`src/rtl/msc_pkg.sv`:
```
// Shared constants, types and table functions for the marching squares cell.
package msc_pkg;

	localparam int GRID_ROWS   = 1024;
	localparam int GRID_COLS   = 1024;
	localparam int FRAC_BITS   = 12;
	localparam int SAMPLE_BITS = 16;
	localparam int COORD_BITS  = 10;
	localparam int POS_BITS    = 23;

	localparam int DIFF_BITS = SAMPLE_BITS + 1;
	localparam int PROD_BITS = 2 * DIFF_BITS;
	localparam int QBITS     = FRAC_BITS + 1;
	localparam int NUM_BITS  = DIFF_BITS + QBITS;

	// Quotient bits resolved in each divider stage.
	localparam int S2_STEPS = QBITS / 3;
	localparam int S3_STEPS = QBITS / 3;
	localparam int S4_STEPS = QBITS - S2_STEPS - S3_STEPS;

	localparam logic [QBITS-1:0] FRAC_ONE = QBITS'(1) << FRAC_BITS;

	localparam logic [3:0] CASE_SADDLE_A = 4'd5;
	localparam logic [3:0] CASE_SADDLE_B = 4'd10;

	typedef enum logic [1:0] {
		EDGE_LEFT   = 2'd0,
		EDGE_BOTTOM = 2'd1,
		EDGE_RIGHT  = 2'd2,
		EDGE_TOP    = 2'd3
	} edge_t;

	typedef struct packed {
		logic [3:0]                      cs;
		logic [3:0][DIFF_BITS-1:0]       mag;
		logic [3:0][DIFF_BITS-1:0]       num;
		logic [3:0][DIFF_BITS-1:0]       den;
		logic [COORD_BITS-1:0]           row;
		logic [COORD_BITS-1:0]           col;
	} front_t;

	typedef struct packed {
		logic                        valid;
		logic [3:0]                  cs;
		logic [3:0][QBITS-1:0]       frac;
		logic [COORD_BITS-1:0]       row;
		logic [COORD_BITS-1:0]       col;
	} emit_in_t;

	// One restoring division step: returns {quotient bit, new remainder}.
	function automatic logic [DIFF_BITS:0] div_step(input logic [DIFF_BITS-1:0] r,
			input logic b, input logic [DIFF_BITS-1:0] d);
		logic [DIFF_BITS:0] t;
		logic [DIFF_BITS:0] dd;
		t  = {r, b};
		dd = {1'b0, d};
		if (t >= dd) begin
			return {1'b1, DIFF_BITS'(t - dd)};
		end
		return {1'b0, t[DIFF_BITS-1:0]};
	endfunction

	function automatic logic [2:0] edge_count(input logic [3:0] cs);
		case (cs)
			4'd0, 4'd15:                   return 3'd0;
			CASE_SADDLE_A, CASE_SADDLE_B:  return 3'd4;
			default:                       return 3'd2;
		endcase
	endfunction

	function automatic edge_t edge_at(input logic [3:0] cs, input logic [1:0] k);
		edge_t tbl [4];
		case (cs)
			4'd1:    tbl = '{EDGE_TOP, EDGE_LEFT, EDGE_LEFT, EDGE_LEFT};
			4'd2:    tbl = '{EDGE_LEFT, EDGE_BOTTOM, EDGE_LEFT, EDGE_LEFT};
			4'd3:    tbl = '{EDGE_TOP, EDGE_BOTTOM, EDGE_LEFT, EDGE_LEFT};
			4'd4:    tbl = '{EDGE_BOTTOM, EDGE_RIGHT, EDGE_LEFT, EDGE_LEFT};
			4'd5:    tbl = '{EDGE_LEFT, EDGE_BOTTOM, EDGE_RIGHT, EDGE_TOP};
			4'd6:    tbl = '{EDGE_LEFT, EDGE_RIGHT, EDGE_LEFT, EDGE_LEFT};
			4'd7:    tbl = '{EDGE_TOP, EDGE_RIGHT, EDGE_LEFT, EDGE_LEFT};
			4'd8:    tbl = '{EDGE_RIGHT, EDGE_TOP, EDGE_LEFT, EDGE_LEFT};
			4'd9:    tbl = '{EDGE_LEFT, EDGE_RIGHT, EDGE_LEFT, EDGE_LEFT};
			4'd10:   tbl = '{EDGE_LEFT, EDGE_TOP, EDGE_BOTTOM, EDGE_RIGHT};
			4'd11:   tbl = '{EDGE_RIGHT, EDGE_BOTTOM, EDGE_LEFT, EDGE_LEFT};
			4'd12:   tbl = '{EDGE_BOTTOM, EDGE_TOP, EDGE_LEFT, EDGE_LEFT};
			4'd13:   tbl = '{EDGE_BOTTOM, EDGE_LEFT, EDGE_LEFT, EDGE_LEFT};
			4'd14:   tbl = '{EDGE_LEFT, EDGE_TOP, EDGE_LEFT, EDGE_LEFT};
			default: tbl = '{EDGE_LEFT, EDGE_LEFT, EDGE_LEFT, EDGE_LEFT};
		endcase
		return tbl[k];
	endfunction

endpackage

```
`src/rtl/msc_decide.sv`:
```
// Saddle products and case swap for the ambiguous cells.
module msc_decide (
	input  logic                                    clk,
	input  logic                                    adv,
	input  logic [3:0]                              cs_s1,
	input  logic [3:0][msc_pkg::DIFF_BITS-1:0]      mag_s1,
	output logic [3:0]                              cs_s4
);
	import msc_pkg::*;

	logic [PROD_BITS-1:0] p02_s2, p13_s2;
	logic [3:0]           cs_s2, cs_s3;
	logic [3:0]           cs_fix;

	always_comb begin
		cs_fix = cs_s2;
		if (cs_s2 == CASE_SADDLE_A && p02_s2 < p13_s2) begin
			cs_fix = CASE_SADDLE_B;
		end else if (cs_s2 == CASE_SADDLE_B && p02_s2 > p13_s2) begin
			cs_fix = CASE_SADDLE_A;
		end
	end

	always_ff @(posedge clk) begin
		if (adv) begin
			p02_s2 <= PROD_BITS'(mag_s1[0]) * PROD_BITS'(mag_s1[2]);
			p13_s2 <= PROD_BITS'(mag_s1[1]) * PROD_BITS'(mag_s1[3]);
			cs_s2  <= cs_s1;
			cs_s3  <= cs_fix;
			cs_s4  <= cs_s3;
		end
	end

endmodule

```
`config.mk`:
```
export PLATFORM = sky130hd
export DESIGN_NAME = msc_decide
export DESIGN_NICKNAME = d
export VERILOG_FILES = /design/src/rtl/msc_pkg.sv /design/src/rtl/msc_decide.sv
export SDC_FILE = /design/constraint.sdc
export NUM_CORES = 1
export LEC_CHECK = 0
export BUFFER_PORTS_ARGS = -buffer_cell sky130_fd_sc_hd__buf_2
export CORE_ASPECT_RATIO = 2
export CORE_MARGIN = 10
export CORE_UTILIZATION = 66
export CTS_CLUSTER_DIAMETER = 150
export DETAILED_ROUTE_END_ITERATION = 10
export PLACE_DENSITY = 0.89
export SYNTH_ARGS = -nofsm -noshare
export SYNTH_HDL_FRONTEND = slang
export SYNTH_SLANG_ARGS = --single-unit
```
`constraint.sdc`:
```
create_clock -name clk -period 9.26 [get_ports clk]
set_clock_uncertainty 0.2 [all_clocks]
set_input_delay 0.926 -clock clk [delete_from_list [all_inputs] [get_ports clk]]
set_output_delay 0.926 -clock clk [all_outputs]
set_load 0.02 [all_outputs]
```
# Yosys cells after proc, flatten, opt, wreduce, memory -nomap -nowiden
# Cells that the tools add are included.
[op_classes]
eq_ne = 2
n_lt_le_gt_ge = 2
n_mux = 1
multipliers = 2
reduce_logical = 2
[op_table]
columns = ["operator", "count"]
rows = [
  ["multiplier 17 x 17 -> 34 bit", 2],
  ["greater-than comparator 34 bit", 1],
  ["< comparator 34 bit", 1],
  ["== test 4 x 3 -> 1 bit, second input constant", 1],
  ["== test 4 bit, second input constant", 1],
  ["two-way mux 4 bit", 1],
  ["logical AND 1 bit", 2],
]
[word_totals]
wordCells = 14
output_inout_bits = 4
in_bits = 74
register_bits = 80

# Logic depth before layout (Yosys ltp)
[logic_depth]
word_depth = 3
ltp_mapped = 24
mapped_depth_nobuf = 22

# Worst setup path before layout
# OpenSTA, ideal clock, no wires.
[synth_timing]
kind = "input -> register"
start = "input port mag_s1[11] (netlist name)"
end = "register p02_s2[30] (data pin)"
path_stages = 20
t_arrival_ns = 6.316
path_slack_ns = 2.484
required_time_ns = 8.800
setup_time_ns = 0.260
path_cell_list = "clkbuf_1 nand2_1 fa_1 fa_1 fa_1 inv_1 fa_1 fa_1 inv_1 fa_1 inv_1 ha_1 a21o_1 a21o_1 a21o_1 a221o_1 a41oi_4 o21ai_2 a311oi_2 xnor2_1"
[synth_via]
elab_chain_len = 1
[synth_lines]
columns = ["element", "line", "text"]
rows = [
  ["start, declared", "msc_decide.sv:6", "input logic [3:0][msc_pkg::DIFF_BITS-1:0] mag_s1,"],
  ["multiplier 17 x 17 -> 34 bit", "msc_decide.sv:26", "p02_s2 <= PROD_BITS'(mag_s1[0]) * PROD_BITS'(mag_s1[2]);"],
  ["end signal, assigned", "msc_decide.sv:26", ""],
  ["end, declared", "msc_decide.sv:11", "logic [PROD_BITS-1:0] p02_s2, p13_s2;"],
]
# No other way between the ends.
# A chain may end at the register's enable or synchronous reset.

# Worst setup path in the final report
[layout_timing]
start = "input port mag_s1[9] (netlist name)"
end = "register p02_s2[27] (data pin)"
# Same word-level chain as after synthesis.

==> qor.csv <==
stage;metric;value;unit
detailed_routing;post_drt_wl_per_cell;18.9;um
floorplan;core;33500;um^2
worst_setup_path;rr_startpoint;p02_s2[29];
clock_tree;cts-buffers-inserted;9;
worst_setup_path;end_kind;flip-flop;
floorplan;die_y;280;um
synthesis;synth_seq_area_share;10.8;%
grt;first_global_vias;19160;
worst_setup_path;path_class;in2reg;
grt;grt_max_degree;81;
grt;antenna_found_initial;0;
detailed_routing;initialDrtViolationCount;827;
floorplan;ios;78;
worst_setup_path;critPathMaxFanout;17;
detailed_routing;drc;0;
detailed_routing;vias;16693;
synthesis;ys_ff_latch;80;
grt;grt_overflow;0;
synthesis;yosys.area.top_type;fa_1;
sta;slew_violations;0;
worst_setup_path;crit_end;p02_s2[27];
worst_setup_path;critPathRequiredTime;9140;ps
sta;relSlewSlack;35.4;%
run_status;status;finished, final reports clean;
worst_setup_path;cp-start-kind;input pin;
sta;period_minus_slack;7010;ps
detailed_routing;first_pass_iters;7;
worst_setup_path;reg2reg_slack;6180;ps
placement;dp_hpwl;45.3;mm
floorplan;initial_utilization;66.6;%
sta;final.setup.tns;0;ps
sta;hold_viol;0;
worst_setup_path;worst_ep_arrival_time;6890;ps
detailed_routing;route.antenna.remaining_nets;0;
worst_setup_path;timing.rr.end;cs_s3[0];
final_layout;drive_gt1_share;4.24;%
synthesis;synth-edff-count;80;
synthesis;yosys-top-cells-count;inv_1, fa_1, nand2_1;
clock_tree;clk_latency;340;ps
final_layout;diodes;0;
sta;tightestPinTransition;968;ps
synthesis;avgSynthCellArea;9.24;um^2
clock_tree;cts_tree;done;
sta;maxClockFrequency;0.143;GHz
synthesis;synth_ff_type;edfxtp_1;
floorplan;dieArea;42100;um^2
clock_tree;hold_buffers;0;
flow_run;drv_cap;0;
final_layout;area_growth;4.18;%
synthesis;async_flop_share;0;%
clock_tree;clock-sinks;80;
synthesis;netlist_instances;2418;
clock_tree;path_clk_slew;60;ps
detailed_routing;vias_per_cell;5.83;
sta;setup_viol;0;
grt;grt_pass1_wl;90.5;mm
clock_tree;cts_resized;0;
placement;gp_congestion;0.957;
synthesis;ys_types;55;
final_layout;nets;3194;
worst_setup_path;startpoint;mag_s1[9];
sta;finalCritPeriodShare;75.7;%
clock_tree;post_cts_buffers;0;
synthesis;synth_area_leaders;fa_1, ha_1, edfxtp_1;
detailed_routing;wirelength;54.0;mm
sta;rsz0062_at_grt;no;
floorplan;num_rows;95;
clock_tree;cts_buffer_depth;2;
synthesis;yosysMostFrequentCell;inv_1;
min_path;hp-class;reg2reg;
worst_setup_path;reg2reg_depth;7;
clock_tree;htree_levels;3;
synthesis;ys.warnings.count;0;
grt;grt_usage;26.9;%
synthesis;synth_area;22300;um^2
synthesis;synth_top_cell_area_share;40.1;%
clock_tree;root_buffer;clkbuf_16;
synthesis;syn_nets;3190;
placement;io_buffers;77;
floorplan;die_w;150;um
[metal layers]
metal / GRT usage (%) / routed length (um) / vias up
met4: 16.6 / 3770 / 0
met5: 0 / 0 / -
met1: 26.6 / 16900 / 8292
met3: 2.49 / 2940 / 290
li1: - / - / 7299
met2: 51.6 / 30300 / 812
[per-stage QoR]
stage	util [%]	std cells	setup slack, ps	cell area (um^2)	hold WS, ps
after CTS	69.4	2863	2330	23300	220
after floorplan	-	2418	2480	22300	200
after global routing	69.4	2863	2070	23300	237
final	69.4	2863	2250	23300	219
after global placement	68.5	2847	2080	22900	202
after detailed placement	68.5	2847	1980	22900	205
[registers in the layout, summed over array words and instances, names as in the netlist]
register and flops:
p02_s2 34, p13_s2 34, cs_s2 4, cs_s3 4
cs_s4 4
[worst min path at each step]
| stage | startpoint | to | cells past startpoint |
|---|---|---|---|
| after floorplan | cs_s3[0] | cs_s4[0] | 0 |
| after global placement | cs_s3[0] | cs_s4[0] | 0 |
| after detailed placement | cs_s3[0] | cs_s4[0] | 0 |
| after CTS | cs_s3[0] | cs_s4[0] | 0 |
| after global routing | cs_s3[3] | cs_s4[3] | 0 |
| final | cs_s3[0] | cs_s4[0] | 0 |
[kinds of logic after synthesis]
kind of cell | after synthesis | synth area share, %
xor gates and xnor gates | 59 | 2.31
adders and majority gates | 698 | 54.2
buffers and inverters | 676 | 11.4
AOI/OAI and AO/OA | 198 | 6.08
DFF | 80 | 10.8
and+or+nand+nor | 707 | 15.3
[worst max-delay path, stage by stage]
cell      delay, ps
buf_2           350
nand2_1         160
fa_1            550
fa_1            540
fa_1            520
inv_1            50
ha_1            280
fa_1            480
inv_1            50
fa_1            470
inv_1            40
ha_1            330
a21oi_1         290
o22ai_1         130
a211o_1         320
a211oi_1        290
o31ai_1         200
o21ai_0         480
o21ai_0         220
xor2_1          190
[area by class of cell]
type                    count  area (um^2)
clock inverters             7          103
fillers                  2506        10200
repair buffers             77          388
well taps                 436          546
inverters                 592         2220
clock buffers               9          225
flip-flops and latches     80         2400
multi-input cells        1662        17400
[placed cells by master, fill, tap and decap left out, types with 4 or more instances in the layout]
cell,n
a211oi_1,9
a21o_1,40
a21oi_1,58
a31oi_1,8
and2_1,252
buf_2,76
clkbuf_16,9
edfxtp_1,80
fa_1,448
ha_1,250
inv_1,592
nand2_1,362
nand2b_1,5
nand3_1,16
nand4_1,16
nor2_1,34
nor2b_1,7
nor3_1,4
o211ai_1,6
o21a_1,6
o21ai_0,23
o21ai_1,4
o21bai_1,9
xnor2_1,45
xor2_1,14
Power is left out: the tool's default activity adds up to more than one toggle a clock period on the data nets, which glitch-free logic cannot reach.
