===== config.mk =====
export PLATFORM = sky130hd
export DESIGN_NAME = msc_div_lane
export DESIGN_NICKNAME = d
export VERILOG_FILES = /design/src/rtl/msc_pkg.sv /design/src/rtl/msc_div_lane.sv
export SDC_FILE = /design/constraint.sdc
export NUM_CORES = 1
export LEC_CHECK = 0
export BUFFER_PORTS_ARGS = -buffer_cell sky130_fd_sc_hd__buf_4
export CORE_ASPECT_RATIO = 0.5
export CORE_MARGIN = 2
export CORE_UTILIZATION = 40
export CTS_CLUSTER_DIAMETER = 150
export DETAILED_ROUTE_END_ITERATION = 10
export MAX_ROUTING_LAYER = met4
export PLACE_DENSITY = 0.56
export REMOVE_ABC_BUFFERS = 1
export SETUP_SLACK_MARGIN = 0.02
export SLEW_MARGIN = 40
export SYNTH_ARGS = -nofsm -noshare
export SYNTH_HDL_FRONTEND = slang
export SYNTH_SLANG_ARGS = --single-unit

===== constraint.sdc =====
create_clock -name clk -period 16 [get_ports clk]
set_input_delay 3.2 -clock clk [delete_from_list [all_inputs] [get_ports clk]]
set_output_delay 3.2 -clock clk [all_outputs]
set_load 0.02 [all_outputs]

===== src/rtl/msc_pkg.sv =====
// Shared constants, types and table functions for the marching squares cell.
package msc_pkg;

	localparam int GRID_ROWS   = 1024;
	localparam int GRID_COLS   = 1024;
	localparam int FRAC_BITS   = 12;
	localparam int SAMPLE_BITS = 16;
	localparam int COORD_BITS  = 10;
	localparam int POS_BITS    = 23;

	localparam int DIFF_BITS = SAMPLE_BITS + 1;
	localparam int PROD_BITS = 2 * DIFF_BITS;
	localparam int QBITS     = FRAC_BITS + 1;
	localparam int NUM_BITS  = DIFF_BITS + QBITS;

	// Quotient bits resolved in each divider stage.
	localparam int S2_STEPS = QBITS / 3;
	localparam int S3_STEPS = QBITS / 3;
	localparam int S4_STEPS = QBITS - S2_STEPS - S3_STEPS;

	localparam logic [QBITS-1:0] FRAC_ONE = QBITS'(1) << FRAC_BITS;

	localparam logic [3:0] CASE_SADDLE_A = 4'd5;
	localparam logic [3:0] CASE_SADDLE_B = 4'd10;

	typedef enum logic [1:0] {
		EDGE_LEFT   = 2'd0,
		EDGE_BOTTOM = 2'd1,
		EDGE_RIGHT  = 2'd2,
		EDGE_TOP    = 2'd3
	} edge_t;

	typedef struct packed {
		logic [3:0]                      cs;
		logic [3:0][DIFF_BITS-1:0]       mag;
		logic [3:0][DIFF_BITS-1:0]       num;
		logic [3:0][DIFF_BITS-1:0]       den;
		logic [COORD_BITS-1:0]           row;
		logic [COORD_BITS-1:0]           col;
	} front_t;

	typedef struct packed {
		logic                        valid;
		logic [3:0]                  cs;
		logic [3:0][QBITS-1:0]       frac;
		logic [COORD_BITS-1:0]       row;
		logic [COORD_BITS-1:0]       col;
	} emit_in_t;

	// One restoring division step: returns {quotient bit, new remainder}.
	function automatic logic [DIFF_BITS:0] div_step(input logic [DIFF_BITS-1:0] r,
			input logic b, input logic [DIFF_BITS-1:0] d);
		logic [DIFF_BITS:0] t;
		logic [DIFF_BITS:0] dd;
		t  = {r, b};
		dd = {1'b0, d};
		if (t >= dd) begin
			return {1'b1, DIFF_BITS'(t - dd)};
		end
		return {1'b0, t[DIFF_BITS-1:0]};
	endfunction

	function automatic logic [2:0] edge_count(input logic [3:0] cs);
		case (cs)
			4'd0, 4'd15:                   return 3'd0;
			CASE_SADDLE_A, CASE_SADDLE_B:  return 3'd4;
			default:                       return 3'd2;
		endcase
	endfunction

	function automatic edge_t edge_at(input logic [3:0] cs, input logic [1:0] k);
		edge_t tbl [4];
		case (cs)
			4'd1:    tbl = '{EDGE_TOP, EDGE_LEFT, EDGE_LEFT, EDGE_LEFT};
			4'd2:    tbl = '{EDGE_LEFT, EDGE_BOTTOM, EDGE_LEFT, EDGE_LEFT};
			4'd3:    tbl = '{EDGE_TOP, EDGE_BOTTOM, EDGE_LEFT, EDGE_LEFT};
			4'd4:    tbl = '{EDGE_BOTTOM, EDGE_RIGHT, EDGE_LEFT, EDGE_LEFT};
			4'd5:    tbl = '{EDGE_LEFT, EDGE_BOTTOM, EDGE_RIGHT, EDGE_TOP};
			4'd6:    tbl = '{EDGE_LEFT, EDGE_RIGHT, EDGE_LEFT, EDGE_LEFT};
			4'd7:    tbl = '{EDGE_TOP, EDGE_RIGHT, EDGE_LEFT, EDGE_LEFT};
			4'd8:    tbl = '{EDGE_RIGHT, EDGE_TOP, EDGE_LEFT, EDGE_LEFT};
			4'd9:    tbl = '{EDGE_LEFT, EDGE_RIGHT, EDGE_LEFT, EDGE_LEFT};
			4'd10:   tbl = '{EDGE_LEFT, EDGE_TOP, EDGE_BOTTOM, EDGE_RIGHT};
			4'd11:   tbl = '{EDGE_RIGHT, EDGE_BOTTOM, EDGE_LEFT, EDGE_LEFT};
			4'd12:   tbl = '{EDGE_BOTTOM, EDGE_TOP, EDGE_LEFT, EDGE_LEFT};
			4'd13:   tbl = '{EDGE_BOTTOM, EDGE_LEFT, EDGE_LEFT, EDGE_LEFT};
			4'd14:   tbl = '{EDGE_LEFT, EDGE_TOP, EDGE_LEFT, EDGE_LEFT};
			default: tbl = '{EDGE_LEFT, EDGE_LEFT, EDGE_LEFT, EDGE_LEFT};
		endcase
		return tbl[k];
	endfunction

endpackage


===== src/rtl/msc_div_lane.sv =====
// Pipelined restoring divider giving one rounded, clamped edge fraction.
module msc_div_lane (
	input  logic                            clk,
	input  logic                            adv,
	input  logic [msc_pkg::DIFF_BITS-1:0]   num,
	input  logic [msc_pkg::DIFF_BITS-1:0]   den,
	output logic [msc_pkg::QBITS-1:0]       frac
);
	import msc_pkg::*;

	logic [NUM_BITS-1:0]  dvd;
	logic [DIFF_BITS:0]   st2, st3, st4;
	logic [DIFF_BITS-1:0] r_c2, r_c3, r_c4;
	logic [QBITS-1:0]     q_c2, q_c3, q_c4;

	logic [DIFF_BITS-1:0] r_s2, r_s3, d_s2, d_s3;
	logic [QBITS-1:0]     q_s2, q_s3, q_s4, lo_s2, lo_s3;
	logic                 sat_s2, sat_s3, sat_s4, zero_s2, zero_s3, zero_s4;

	always_comb begin
		// add half the divisor for round to nearest
		dvd  = (NUM_BITS'(num) << FRAC_BITS) + NUM_BITS'(den >> 1);
		r_c2 = dvd[NUM_BITS-1:QBITS];
		q_c2 = '0;
		st2  = '0;
		for (int j = 0; j < S2_STEPS; j++) begin
			st2  = div_step(r_c2, dvd[QBITS-1-j], den);
			r_c2 = st2[DIFF_BITS-1:0];
			q_c2 = {q_c2[QBITS-2:0], st2[DIFF_BITS]};
		end
	end

	always_comb begin
		r_c3 = r_s2;
		q_c3 = q_s2;
		st3  = '0;
		for (int j = 0; j < S3_STEPS; j++) begin
			st3  = div_step(r_c3, lo_s2[QBITS-1-S2_STEPS-j], d_s2);
			r_c3 = st3[DIFF_BITS-1:0];
			q_c3 = {q_c3[QBITS-2:0], st3[DIFF_BITS]};
		end
	end

	always_comb begin
		r_c4 = r_s3;
		q_c4 = q_s3;
		st4  = '0;
		for (int j = 0; j < S4_STEPS; j++) begin
			st4  = div_step(r_c4, lo_s3[QBITS-1-S2_STEPS-S3_STEPS-j], d_s3);
			r_c4 = st4[DIFF_BITS-1:0];
			q_c4 = {q_c4[QBITS-2:0], st4[DIFF_BITS]};
		end
	end

	always_ff @(posedge clk) begin
		if (adv) begin
			r_s2    <= r_c2;
			q_s2    <= q_c2;
			lo_s2   <= dvd[QBITS-1:0];
			d_s2    <= den;
			sat_s2  <= num > den;
			zero_s2 <= den == '0;
			r_s3    <= r_c3;
			q_s3    <= q_c3;
			lo_s3   <= lo_s2;
			d_s3    <= d_s2;
			sat_s3  <= sat_s2;
			zero_s3 <= zero_s2;
			q_s4    <= q_c4;
			sat_s4  <= sat_s3;
			zero_s4 <= zero_s3;
		end
	end

	assign frac = zero_s4 ? '0 : (sat_s4 ? FRAC_ONE : q_s4);

endmodule


# Word-level counts from Yosys, hierarchy flattened
# Cells that the tools add are included.
# totals
output_inout_bits,13
input_bits,36
ff_bits,113
wordCells,96
# classes
n_mux,40
n_reduce_logical,1
order_cmp,14
add_sub_neg,14
# op_table
op,n
>= comparator 18 x 17 -> 1 bit,13
2-to-1 mux 18 bit,13
subtractor 17 bit,13
2-to-1 mux 17 bit,12
adder 29 x 16 -> 30 bit,1
2-to-1 mux 13 bit,2
greater-than comparator 17 bit,1
zero test 17 bit,1
2-to-1 mux 1 bit,13

# Depth between registers and ports, before layout
# logic_depth
depth_word,14
mapped_depth,60
ltp_nobuf,55

# Least setup slack after synthesis
# OpenSTA, ideal clock, no wires.
# synth_timing
path_type,input to register
start,input port num[0] (netlist bit)
end,register r_s2[10] (data pin)
setup_time_ps,272
t_required_ps,15728
arrival_time_ps,14003
stages,51
path_buffers,4
slack_ps,1726
cell_sequence,ha_1 -> fa_1 -> a21o_1 -> a21oi_1 -> nor2_1 -> and3_1 -> xor2_1 -> ha_1 -> nand4_1 -> or2_2 -> nor3_1 -> o31ai_1 -> and2_0 -> inv_2 -> buf_1 -> nor2_1 -> a21oi_1 -> ha_1 -> (+15 left out) -> nor3_1 -> o41a_1 -> o21ai_1 -> clkbuf_1 -> a21oi_1 -> fa_1 -> a21o_1 -> a221o_1 -> a31o_2 -> a21o_1 -> nand2b_1 -> a21bo_2 -> a21oi_1 -> a211oi_1 -> nor3b_2 -> or2_2 -> buf_2 -> o221ai_1
# synth_between
elab_chain_len,13
word_cells_on_any_way,21
cone_classes,5 x add/sub; 4 x order compare; 12 x mux
# synth_rtl
element,line,rtl
start: declaration,msc_div_lane.sv:5,"input logic [msc_pkg::DIFF_BITS-1:0] num,"
adder 29 x 16 -> 30 bit *,msc_div_lane.sv:22,dvd = (NUM_BITS'(num) << FRAC_BITS) + NUM_BITS'(den >> 1);
subtractor 17 bit / >= comparator 18 x 17 -> 1 bit (equally long branches),"msc_pkg.sv:58, msc_pkg.sv:57",
2-to-1 mux 18 bit / 2-to-1 mux 1 bit (equally long branches),msc_pkg.sv:57,if (t >= dd) begin
2-to-1 mux 17 bit *,msc_pkg.sv:60,"return {1'b0, t[DIFF_BITS-1:0]};"
subtractor 17 bit / >= comparator 18 x 17 -> 1 bit (equally long branches),"msc_pkg.sv:58, msc_pkg.sv:57",
2-to-1 mux 18 bit / 2-to-1 mux 1 bit (equally long branches),msc_pkg.sv:57,
2-to-1 mux 17 bit *,msc_pkg.sv:60,
subtractor 17 bit / >= comparator 18 x 17 -> 1 bit (equally long branches),"msc_pkg.sv:58, msc_pkg.sv:57",
2-to-1 mux 18 bit / 2-to-1 mux 1 bit (equally long branches),msc_pkg.sv:57,
2-to-1 mux 17 bit *,msc_pkg.sv:60,
subtractor 17 bit / >= comparator 18 x 17 -> 1 bit (equally long branches),"msc_pkg.sv:58, msc_pkg.sv:57",
2-to-1 mux 18 bit / 2-to-1 mux 1 bit (equally long branches),msc_pkg.sv:57,
2-to-1 mux 17 bit *,msc_pkg.sv:60,
named net st2[10],msc_div_lane.sv:12,"logic [DIFF_BITS:0] st2, st3, st4;"
end signal: assignment,msc_div_lane.sv:57,r_s2 <= r_c2;
end: declaration,msc_div_lane.sv:16,"logic [DIFF_BITS-1:0] r_s2, r_s3, d_s2, d_s3;"
# The timed path passes the listed nets; every way through them passes the cells marked *. The select of a mux whose other input is x is not followed.
# A chain may end at the register's enable or synchronous reset.

# Worst setup path after layout
# layout_timing
start,input port num[0] (netlist bit)
end,register r_s2[12] (data pin)
# Same word-level chain as after synthesis.

==> results_dict.tcl <==
set metrics [dict create \
    status "finished clean" \
    slew_violations 0 \
    dpl.cell_count 2429 \
    period_minus_slack_ns 14.99 \
    antenna_cells 0 \
    grt_pass1_vias 13221 \
    yosysMostFrequentCell "ha_1" \
    globalplace.congestion 0.920 \
    drt_pre_antenna_iters 5 \
    clock_path_buffers 2 \
    rsz0062_at_grt "no" \
    critPathMaxStageDelay_ns 0.49 \
    fill_cells 3978 \
    die_area_um2 40900 \
    cts_hold_buf 0 \
    yosys-top-cells-area "ha_1 (19%), edfxtp_1 (19%), xnor2_1 (5.8%)" \
    yosysTopAreaCell "ha_1" \
    core-area_um2 38800 \
    synthArstFlopShare_pct 0 \
    final-hold-violation-count 0 \
    use_met3_pct 1.72 \
    fin_cells 2444 \
    max_slew.worst_pin.slew_ns 0.830 \
    cts_buffers 9 \
    htree_levels 3 \
    grt_max_degree 58 \
    cp_num_buf_inv 6 \
    grt-ovfl-total 0 \
    grt_antenna_before_repair 0 \
    synth_top_family_by_area "compound AO/OA/AOI/OAI gates" \
    drt-total-wl_mm 42.8 \
    synthSimpleGateAreaFrac_pct 17.2 \
    arrival_ns 15.06 \
    min_path_type "reg -> reg" \
    drc 0 \
    critPathMaxFanout 19 \
    busiest_layer "met2" \
    drt-wirelength-per-cell_um 17.5 \
    max_clock_freq_mhz 66.7 \
    synth_mux_area_share_pct 7.08 \
    use_met1_pct 27.7 \
    clk_latency_ns 0.36 \
    setup_viol 0 \
    cpMaxStageDelayCell "and3_1" \
    use_met2_pct 37.8 \
    avgSynthCellArea_um2 8.41 \
    yosys_register_bits 99 \
    initial_core_util_pct 40.4 \
    vias_per_cell 5.58 \
    port_buffers 48 \
    synth_edf_count 99 \
    area_growth_pct 8.39 \
    drive_gt1_share_pct 9.14 \
    drv_cap 0 \
    drtAntennaViolNets 0 \
    ctsResizeCount 0 \
    die_width_um 284 \
    synth_area_um2 15700 \
    vias 13629 \
    post_cts_buffers 0 \
    grt_pass1_wl_mm 69.4 \
    dp_hpwl_mm 35.4 \
    syn-instance-count 1866 \
    yosysSeqAreaShare_pct 19.0 \
    yosys_warnings 0 \
    fin_skew_ns 0.0182 \
    cts-root-buf "clkbuf_16" \
    post-route-period-util_pct 93.7 \
    drtIter0Drc 768 \
    io_pins 49 \
    cts_tree "done" \
    synth_top_area_share_pct 19.3 \
    num_rows 51 \
    critical-path-top-delay-family "compound AO/OA/AOI/OAI gates" \
    nets 2201 \
    die_h_um 144 \
    cp-start-kind "input port" \
    fin_setup_tns_ns 0 \
    synthXorXnorAreaFrac_pct 9.55 \
    synth_compound_area_share_pct 22.8 \
    max-slew-margin-rel_pct 43.3 \
    yosysUniqueCellTypes 79 \
    numClockSinks 99 \
    cp.required_ns 16.07 \
    clkTransAtPathRegs_ns 0.07 \
    end_kind "flip-flop" \
    grtUsageTotal_pct 21.7 \
    synth_commonest_cells "ha_1 (242), nand2_1 (162), a21oi_1 (147)" \
    critPathKind "in -> reg" \
    synth_fa_ha_area_share_pct 21.0 \
    crit_top_cell "ha_1" \
    synth_top_flop_cell "edfxtp_1" \
]
## path summary, 6_finish.rpt
| path | cells after the start | from | endpoint | slack [ns] |
|---|---|---|---|---|
| setup reg to reg | 53 | d_s3[5]$_DFFE_PP_ | q_s4[0]$_SDFFCE_PN0P_ | 3.07 |
| hold reg to reg | 0 | q_s3[1]$_SDFFCE_PP0P_ | q_s4[6]$_DFFE_PP_ | 0.42 |
| setup / recovery | 50 | num[0] | r_s2[12]$_DFFE_PP_ | 1.01 |
| hold / removal | 0 | q_s3[1]$_SDFFCE_PP0P_ | q_s4[6]$_DFFE_PP_ | 0.42 |
## sequential cells by signal (all words and copies together), names as in the netlist
name     count
zero_s2      1
r_s3        17
q_s3         8
sat_s4       1
zero_s3      1
q_s4        13
zero_s4      1
d_s3        17
sat_s3       1
sat_s2       1
d_s2        17
q_s2         4
r_s2        17
## cells by family after synthesis
logic type      after synthesis
compound gates              553
simple gates                547
fa+ha+maj                   255
xor+xnor                    171
buf+inv                     140
mux                         101
flops                        99
## layer usage
layer	wire (µm)	vias up
met3	1070	38
met5	0	-
met4	821	0
met2	20100	208
li1	-	7052
met1	20800	6331
## per-stage QoR
stage	utilization, %	hold slack (ns)	worst slack [ns]	cell area (µm²)
2_1_floorplan	-	0.400	0.744	15600
3_3_place_gp	43.0	0.406	0.913	16700
3_5_place_dp	43.0	0.405	0.637	16700
4_1_cts	43.8	0.417	0.986	17000
5_1_grt	43.8	0.427	0.0786	17000
6_report	43.8	0.416	1.01	17000
## final cells by class
type,instances,area (µm²),share of cell area [%]
timing repair buffer,58,435,2.56
tap,530,663,3.90
clock buffer,9,225,1.32
clock inverter,6,83.8,0.493
sequential,99,2970,17.5
inverter,115,432,2.54
multi-input combinational,1627,12200,71.7
## cell usage in the layout (no fill, tap or decap), drive strengths merged, types with 20 or more instances in the layout
| cell type | n |
|---|---|
| a21o | 71 |
| a21oi | 147 |
| a31oi | 21 |
| and2 | 20 |
| buf | 58 |
| edfxtp | 99 |
| ha | 242 |
| inv | 118 |
| mux2 | 79 |
| mux2i | 22 |
| nand2 | 162 |
| nand2b | 39 |
| nand3 | 34 |
| nand4 | 36 |
| nor2 | 119 |
| nor2b | 34 |
| nor3 | 37 |
| o21a | 37 |
| o21ai | 138 |
| xnor2 | 103 |
| xor2 | 68 |
Power is left out: the tool's default activity adds up to more than one toggle a clock period on the data nets, which glitch-free logic cannot reach.
