`src/rtl/msc_pkg.sv`:
```
// Shared constants, types and table functions for the marching squares cell.
package msc_pkg;

	localparam int GRID_ROWS   = 1024;
	localparam int GRID_COLS   = 1024;
	localparam int FRAC_BITS   = 12;
	localparam int SAMPLE_BITS = 16;
	localparam int COORD_BITS  = 10;
	localparam int POS_BITS    = 23;

	localparam int DIFF_BITS = SAMPLE_BITS + 1;
	localparam int PROD_BITS = 2 * DIFF_BITS;
	localparam int QBITS     = FRAC_BITS + 1;
	localparam int NUM_BITS  = DIFF_BITS + QBITS;

	// Quotient bits resolved in each divider stage.
	localparam int S2_STEPS = QBITS / 3;
	localparam int S3_STEPS = QBITS / 3;
	localparam int S4_STEPS = QBITS - S2_STEPS - S3_STEPS;

	localparam logic [QBITS-1:0] FRAC_ONE = QBITS'(1) << FRAC_BITS;

	localparam logic [3:0] CASE_SADDLE_A = 4'd5;
	localparam logic [3:0] CASE_SADDLE_B = 4'd10;

	typedef enum logic [1:0] {
		EDGE_LEFT   = 2'd0,
		EDGE_BOTTOM = 2'd1,
		EDGE_RIGHT  = 2'd2,
		EDGE_TOP    = 2'd3
	} edge_t;

	typedef struct packed {
		logic [3:0]                      cs;
		logic [3:0][DIFF_BITS-1:0]       mag;
		logic [3:0][DIFF_BITS-1:0]       num;
		logic [3:0][DIFF_BITS-1:0]       den;
		logic [COORD_BITS-1:0]           row;
		logic [COORD_BITS-1:0]           col;
	} front_t;

	typedef struct packed {
		logic                        valid;
		logic [3:0]                  cs;
		logic [3:0][QBITS-1:0]       frac;
		logic [COORD_BITS-1:0]       row;
		logic [COORD_BITS-1:0]       col;
	} emit_in_t;

	// One restoring division step: returns {quotient bit, new remainder}.
	function automatic logic [DIFF_BITS:0] div_step(input logic [DIFF_BITS-1:0] r,
			input logic b, input logic [DIFF_BITS-1:0] d);
		logic [DIFF_BITS:0] t;
		logic [DIFF_BITS:0] dd;
		t  = {r, b};
		dd = {1'b0, d};
		if (t >= dd) begin
			return {1'b1, DIFF_BITS'(t - dd)};
		end
		return {1'b0, t[DIFF_BITS-1:0]};
	endfunction

	function automatic logic [2:0] edge_count(input logic [3:0] cs);
		case (cs)
			4'd0, 4'd15:                   return 3'd0;
			CASE_SADDLE_A, CASE_SADDLE_B:  return 3'd4;
			default:                       return 3'd2;
		endcase
	endfunction

	function automatic edge_t edge_at(input logic [3:0] cs, input logic [1:0] k);
		edge_t tbl [4];
		case (cs)
			4'd1:    tbl = '{EDGE_TOP, EDGE_LEFT, EDGE_LEFT, EDGE_LEFT};
			4'd2:    tbl = '{EDGE_LEFT, EDGE_BOTTOM, EDGE_LEFT, EDGE_LEFT};
			4'd3:    tbl = '{EDGE_TOP, EDGE_BOTTOM, EDGE_LEFT, EDGE_LEFT};
			4'd4:    tbl = '{EDGE_BOTTOM, EDGE_RIGHT, EDGE_LEFT, EDGE_LEFT};
			4'd5:    tbl = '{EDGE_LEFT, EDGE_BOTTOM, EDGE_RIGHT, EDGE_TOP};
			4'd6:    tbl = '{EDGE_LEFT, EDGE_RIGHT, EDGE_LEFT, EDGE_LEFT};
			4'd7:    tbl = '{EDGE_TOP, EDGE_RIGHT, EDGE_LEFT, EDGE_LEFT};
			4'd8:    tbl = '{EDGE_RIGHT, EDGE_TOP, EDGE_LEFT, EDGE_LEFT};
			4'd9:    tbl = '{EDGE_LEFT, EDGE_RIGHT, EDGE_LEFT, EDGE_LEFT};
			4'd10:   tbl = '{EDGE_LEFT, EDGE_TOP, EDGE_BOTTOM, EDGE_RIGHT};
			4'd11:   tbl = '{EDGE_RIGHT, EDGE_BOTTOM, EDGE_LEFT, EDGE_LEFT};
			4'd12:   tbl = '{EDGE_BOTTOM, EDGE_TOP, EDGE_LEFT, EDGE_LEFT};
			4'd13:   tbl = '{EDGE_BOTTOM, EDGE_LEFT, EDGE_LEFT, EDGE_LEFT};
			4'd14:   tbl = '{EDGE_LEFT, EDGE_TOP, EDGE_LEFT, EDGE_LEFT};
			default: tbl = '{EDGE_LEFT, EDGE_LEFT, EDGE_LEFT, EDGE_LEFT};
		endcase
		return tbl[k];
	endfunction

endpackage

```
`src/rtl/msc_if.sv`:
```


interface msc_out_if;
	logic                              valid;
	logic                              ready;
	logic [msc_pkg::POS_BITS-1:0]      x_pos;
	logic [msc_pkg::POS_BITS-1:0]      y_pos;
	logic [1:0]                        edge_id;
	logic                              segment_end;
	logic                              last_point;

	modport source (output valid, x_pos, y_pos, edge_id, segment_end, last_point,
		input ready);
	modport sink (input valid, x_pos, y_pos, edge_id, segment_end, last_point,
		output ready);
endinterface

```
`src/rtl/msc_emit.sv`:
```
// Output holding register that sends each cell's crossing points.
module msc_emit (
	input  logic              clk,
	input  logic              arst_n,
	input  msc_pkg::emit_in_t item,
	output logic              take,
	msc_out_if.source         points
);
	import msc_pkg::*;

	logic                      busy_q;
	logic [1:0]                k_q;
	logic [3:0]                cs_q;
	logic [3:0][QBITS-1:0]     frac_q;
	logic [COORD_BITS-1:0]     row_q, col_q;

	edge_t                     e;
	logic                      last;
	logic [QBITS-1:0]          fx, fy;

	always_comb begin
		e    = edge_at(cs_q, k_q);
		last = {1'b0, k_q} == edge_count(cs_q) - 3'd1;
		case (e)
			EDGE_LEFT: begin
				fx = '0;
				fy = frac_q[0];
			end
			EDGE_BOTTOM: begin
				fx = frac_q[1];
				fy = FRAC_ONE;
			end
			EDGE_RIGHT: begin
				fx = FRAC_ONE;
				fy = frac_q[2];
			end
			default: begin
				fx = frac_q[3];
				fy = '0;
			end
		endcase
	end

	assign take               = !busy_q || (points.ready && last);
	assign points.valid       = busy_q;
	assign points.x_pos       = (POS_BITS'(col_q) << FRAC_BITS) + POS_BITS'(fx);
	assign points.y_pos       = (POS_BITS'(row_q) << FRAC_BITS) + POS_BITS'(fy);
	assign points.edge_id     = e;
	assign points.segment_end = k_q[0];
	assign points.last_point  = last;

	always_ff @(posedge clk or negedge arst_n) begin
		if (!arst_n) begin
			busy_q <= 1'b0;
			k_q    <= '0;
		end else if (take) begin
			// drop cells with no crossing
			busy_q <= item.valid && edge_count(item.cs) != 3'd0;
			k_q    <= '0;
		end else if (points.ready) begin
			k_q <= k_q + 2'd1;
		end
	end

	always_ff @(posedge clk) begin
		if (take) begin
			cs_q   <= item.cs;
			frac_q <= item.frac;
			row_q  <= item.row;
			col_q  <= item.col;
		end
	end

endmodule

```
`src/flat_wrapper.sv`:
```
// flat-port wrapper written by rule: the top's interface ports become plain ports
module msc_emit_flat import msc_pkg::*;
  (clk, arst_n, item, take, points_valid, points_x_pos, points_y_pos, points_edge_id, points_segment_end, points_last_point, points_ready);
  msc_out_if points_i ();
  input  logic clk;
  input  logic arst_n;
  input  msc_pkg::emit_in_t item;
  output logic take;
  output wire logic [$bits(points_i.valid)-1:0] points_valid;
  output wire logic [$bits(points_i.x_pos)-1:0] points_x_pos;
  output wire logic [$bits(points_i.y_pos)-1:0] points_y_pos;
  output wire logic [$bits(points_i.edge_id)-1:0] points_edge_id;
  output wire logic [$bits(points_i.segment_end)-1:0] points_segment_end;
  output wire logic [$bits(points_i.last_point)-1:0] points_last_point;
  input wire logic [$bits(points_i.ready)-1:0] points_ready;
  assign points_valid = points_i.valid;
  assign points_x_pos = points_i.x_pos;
  assign points_y_pos = points_i.y_pos;
  assign points_edge_id = points_i.edge_id;
  assign points_segment_end = points_i.segment_end;
  assign points_last_point = points_i.last_point;
  assign points_i.ready = points_ready;
  msc_emit u_core (.clk(clk), .arst_n(arst_n), .item(item), .take(take), .points(points_i));
endmodule
```
`config.mk`:
```
export PLATFORM = sky130hd
export DESIGN_NAME = msc_emit_flat
export DESIGN_NICKNAME = d
export VERILOG_FILES = /design/src/rtl/msc_pkg.sv /design/src/rtl/msc_if.sv /design/src/rtl/msc_emit.sv /design/src/flat_wrapper.sv
export SDC_FILE = /design/constraint.sdc
export NUM_CORES = 1
export LEC_CHECK = 0
export ABC_AREA = 1
export ABC_CLOCK_PERIOD_IN_PS = 5700
export BUFFER_PORTS_ARGS = -buffer_cell sky130_fd_sc_hd__buf_2
export CORE_MARGIN = 4
export CORE_UTILIZATION = 45
export DETAILED_ROUTE_END_ITERATION = 16
export PLACE_DENSITY = 0.82
export SKIP_CTS_REPAIR_TIMING = 1
export SYNTH_ARGS = -nofsm -noshare
export SYNTH_HDL_FRONTEND = slang
export SYNTH_SLANG_ARGS = --single-unit
```
`constraint.sdc`:
```
create_clock -name clk -period 5.7 [get_ports clk]
set_input_delay 0.855 -clock clk [delete_from_list [all_inputs] [get_ports clk]]
set_output_delay 0.855 -clock clk [all_outputs]
set_load 0.005 [all_outputs]
```
==> Yosys cells after proc, flatten, opt, wreduce, memory -nomap -nowiden <==
Memories as Yosys holds them, arrays and structs flattened. A register that Yosys moved wholly into a read port is not among the register bits.
Index checks and enable logic that the tools add are counted.
{ "word_totals": {"reg_bits": 79, "romBits": 128, "output_inout_bits": 52, "mem_count": 1} }
{ "classes": {"addsub": 4, "n_lt_le_gt_ge": 1, "eq_ne": 9, "n_mux": 11, "n_bitwise": 1, "n_reduce_logical": 13} }
{ "mem_list": {"columns": ["memory", "depth", "width", "rd", "rd_clocked_by_memory_dff", "write_ports", "line", "rtl"], "rows": [
  ["(name not given)", 16, 8, 1, 1, 0, "msc_pkg.sv:73", "case (cs)"]
]} }
{ "op_table": {"columns": ["operator", "n"], "rows": [
  ["one-hot mux 13 bit (3 select lines)", 2],
  ["adder 22 x 13 -> 23 bit", 2],
  ["equality test 4 bit, second input constant", 4],
  ["one-hot mux 3 bit (2 select lines)", 2],
  ["equality test 4 x 3 -> 1 bit, second input constant", 2],
  ["zero test 4 bit", 2],
  ["2-to-1 mux 2 bit", 4],
  ["OR reduction 2 bit", 4],
  ["binary-select mux 2 bit (select 2 bit)", 1],
  ["2-to-1 mux 4 bit", 1],
  ["equality test 2 x 3 -> 1 bit", 1],
  [">= comparator 3 bit, second input constant", 1],
  ["2-to-1 mux 3 bit", 1],
  ["inverter 2 -> 3 bit", 1],
  ["nonzero test 3 bit", 1],
  ["subtractor 3 x 1 -> 3 bit, second input constant", 1],
  ["adder 2 x 1 -> 2 bit, second input constant", 1],
  ["equality test 2 x 1 -> 1 bit, second input constant", 1],
  ["equality test 2 bit, second input constant", 1],
  ["logical AND 1 bit", 2],
  ["zero test 2 bit", 1],
  ["nonzero test 2 bit", 1],
  ["zero test 1 bit", 1],
  ["logical OR 1 bit", 1]
]} }

==> Longest topological paths before layout <==
{ "depth": {"ltp_word": 10, "mapped_depth": 16} }

==> Least setup slack after synthesis <==
No wires, ideal clock.
{ "synth_path": {"kind": "input to output", "start": "input points_ready", "end": "output take", "arrival_ns": 2.697, "path_slack_ns": 2.148, "path_stages": 4, "path_cell_list": "nor2_1 -> inv_1 -> nand2_1 -> inv_1"} }
{ "synth_between": {"elab_chain_len": 2} }
{ "synth_lines": {"columns": ["element", "line", "rtl"], "rows": [
  ["from (decl)", "flat_wrapper.sv:15", "input wire logic [$bits(points_i.ready)-1:0] points_ready;"],
  ["logical AND 1 bit", "msc_emit.sv:44", "assign take = !busy_q || (points.ready && last);"],
  ["logical OR 1 bit", "msc_emit.sv:44", null],
  ["to (decl)", "flat_wrapper.sv:8", "output logic take;"]
]} }
No other way between the ends.

==> Worst setup path after layout <==
{ "layout_path": {"start": "register u_core.k_q[0]", "end": "output points_y_pos[21]"} }
{ "layout_between": {"elab_chain_len": 7} }
{ "layout_lines": {"columns": ["element", "line", "rtl"], "rows": [
  ["from (decl)", "msc_emit.sv:12", "logic [1:0] k_q;"],
  ["from (signal assigned)", "msc_emit.sv:61", "k_q <= k_q + 2'd1;"],
  ["inverter 2 -> 3 bit (not written as such) (*)", "msc_pkg.sv:90", "return tbl[k];"],
  ["binary-select mux 2 bit (select 2 bit) (*)", "msc_pkg.sv:90", null],
  ["2-to-1 mux 2 bit (not written as such) (*) (2 in a row)", "msc_pkg.sv:90", null],
  ["equality test 2 bit, or another cell as far along", "msc_emit.sv:24", "case (e)"],
  ["one-hot mux 13 bit (3 select lines) (*)", "msc_emit.sv:24", null],
  ["adder 22 x 13 -> 23 bit (*)", "msc_emit.sv:47", "assign points.y_pos = (POS_BITS'(row_q) << FRAC_BITS) + POS_BITS'(fy);"],
  ["to (decl)", "flat_wrapper.sv:11", "output wire logic [$bits(points_i.y_pos)-1:0] points_y_pos;"]
]} }
Mark *: on every way between the ends. The rest lies on a longest branch, timed or not. The select of a mux whose other input is x is not followed.

==> results.tsv <==
metric	value	unit
status	complete, no violations	
Syn Inst Count	333	
area delta synth->final	24.3	%
reg2reg path depth	11	
Clock Sink Count	86	
Syn Nets	422	
Yosys top cell by area	edfxtp_1	
1st-pass router iterations	4	
max-cap violations	0	
Synth Area in Adders	0.0288	
Post-Synth Simple-Gate Area	0.240	
average vias per placed instance	4.98	
pin count of the biggest net entering global routing	79	
NumNets Final	556	
Fmax	238	MHz
largest family of logic cells by synthesized area	simple AND/OR/NAND/NOR gates	
Buffers & Inverters on Critical Path	3	
YS warnings	0	
Wirelength per Cell	15.1	um
Worst Path Max Fanout	27	
vias in the first global route	2748	
R2R Setup Slk	3260	ps
CTS clk-pin slew, worst paths	80	ps
type of origin of the critical path	flip-flop	
peak supply drop	0.277	mV
asr flop ratio synth	0.0349	
Worst path top cell family by delay	simple AND/OR/NAND/NOR gates	
Yosys reg bits	86	
ys flop type	edfxtp_1	
TritonCTS buffer count	9	
Routed Antenna Nets	0	
Tot Pwr	2.66	mW
final WL	8690	um
Mapped Area	3910	sq um
most frequent cell after synthesis	edfxtp_1	
Pwr per Cell Area	548	nW/um^2
Initial Utilization	0.468	
Slew @ Worst Pin	964	ps
vias	2871	
RSZ-0062 raised after global routing	no	
Root Buffer	clkbuf_8	
post-synth cell types	28	
Worst EP arrival	3350	ps
fin cells	576	
residual DRC count	0	
Max H-tree Level	3	
final cycle utilization of the critical path	0.738	
hold crit path type	input pin to asynchronous set/reset pin	
Rel. slew slack	0.358	
post-route core utilization	0.583	
Post-synth EDFFs	76	
gpl congestion	0.796	
xor and xnor area share after synthesis	0.0336	
mux contribution to synthesized area	0	
HPWL Detailed	6450	um
Lkg Pwr	2.18	nW
Iteration-0 DRC Markers	130	
total congestion overflow	0	
final hold vios	0	
crit path max-delay cell type	inv_2	
CTS tree	done	
placed insts	561	
Final Critical Period	4210	ps
initial antenna violation count	0	
most frequent cells after synthesis	edfxtp_1, nand3_1, nand2_1, inv_1, nor2_1	
Final TNS setup	0	ps
RR Endpoint	u_core.points.valid	
critical path class	flip-flop to output port	
Synth top area share	0.584	
gr usage total	0.165	
row count	33	
Worst R2R Start	u_core.cs_q[3]	
max incr delay on CP	490	ps
Synth Area in Compound Gates	0.0157	
Final Max Tran Viols	0	
die width	101	um
Port Buffer Count	131	
sequential area share after synthesis	0.639	
Synth Area per Inst	11.7	sq um
Clock Tree Buf Depth	2	
Die Height	101	um
clock latency at the later pin of the worst-skew pair	350	ps
IO Count	132	
Core Box Area	8340	sq um
wire length of the first global-routing pass	13000	um
clock skew	7.95	ps
ANT cells	0	
crit path capture type	output port	
CP cell instances	inv_2 -> nand2_1 -> nand3_1 -> nand2_2 -> inv_2 -> o21ai_0 -> nand2_1 -> ha_1 -> nand3_1 -> nor2_1 -> nand2_1 -> nor3b_1 -> nand3_1 -> xnor2_1 -> buf_2	
ratio of cells with drive above 1 in the final layout	0.380	
largest cells by area after synthesis	edfxtp_1, nand3_1, nand2_1	
Die Footprint	10200	sq um
# setup viols final	0	
required time worst endpoint	4850	ps
[state kept, by name, indices dropped and copies added (netlist names), named ones only]
signal	count
u_core.frac_q	52
u_core.cs_q	4
u_core.col_q	10
u_core.points.valid	1
u_core.row_q	10
u_core.k_q	2
[kinds of logic (layout without fill, tap and decap cells)]
logic type | after synthesis | after routing
DFF | 86 | 86
AOI/OAI and AO/OA | 7 | 7
xor gates and xnor gates | 15 | 15
buffers and inverters | 32 | 170
adders and majority gates | 9 | 9
and+or+nand+nor | 184 | 184
[power breakdown]
part           total, mW  switching [mW]  leakage, nW  internal [mW]
clock              0.500           0.209        0.117          0.291
sequential          1.01          0.0885        0.797          0.926
combinational       1.15           0.741         1.26          0.407
total               2.66            1.04         2.18           1.62
[layout make-up]
type	count	area, sq um
fill	681	3480
timing repair buffer	132	663
multi-input combinational	215	1240
clock buffer	10	128
tap	105	131
clock inverter	5	108
sequential	86	2500
inverter	23	88.8
[worst register-to-register path, cell delays in order, from the launching register on]
cell and delay (ps):
edfxtp_1 460, inv_1 100, nand2_1 60, nand2_2 60, nand2_1 60, nand2_2 80
nand3_2 130, nand2_4 140, nand2_1 110, inv_2 70, buf_4 710, o21ai_0 270
[stage by stage]
step	hold slack (ps)	area, sq um	setup WS [ps]
2_1_floorplan	559	3910	2150
3_3_place_gp	647	4620	1980
3_5_place_dp	663	4620	1830
4_1_cts	276	4860	1430
5_1_grt	277	4860	1100
6_report	293	4860	1490
[metal layers]
metal	share of wire	vias to the layer above	GRT usage
met3	0.073	14	0.0337
met4	0.024	0	0.0716
met1	0.39	1325	0.201
met2	0.51	102	0.285
li1	-	1430	-
met5	0	-	0
[placed cells by master (no fill, tap or decap)]
master       n
buf_2      131
edfxtp_1    76
nand3_1     70
nand2_1     62
inv_1       19
nor2_1      17
nand3_2     13
nand2_2     10
xor2_1       9
ha_1         9
clkbuf_8     9
dfxtp_1      7
xnor2_1      6
inv_2        3
o21ai_0      3
nand3b_1     3
bufinv_16    3
dfrtp_1      3
a21oi_1      2
nand4_1      2
nand2_4      2
nor3b_1      2
a32oi_4      1
inv_4        1
nor2_2       1
nand4_2      1
o21ai_2      1
nor4_1       1
inv_6        1
clkinv_4     1
clkbuf_1     1
buf_4        1
[worst max path at each step]
stage	startpoint	end	slack (ps)	cells after the start
final	u_core.k_q[0]	points_y_pos[21]	1490	15
after global routing	u_core.k_q[0]	points_y_pos[21]	1100	15
after CTS	u_core.k_q[1]	points_x_pos[20]	1430	15
after detailed placement	u_core.k_q[0]	points_y_pos[21]	1830	15
after global placement	u_core.k_q[1]	points_x_pos[20]	1980	15
after floorplan	points_ready	take	2150	4
Power figures use the tool's default switching activity.
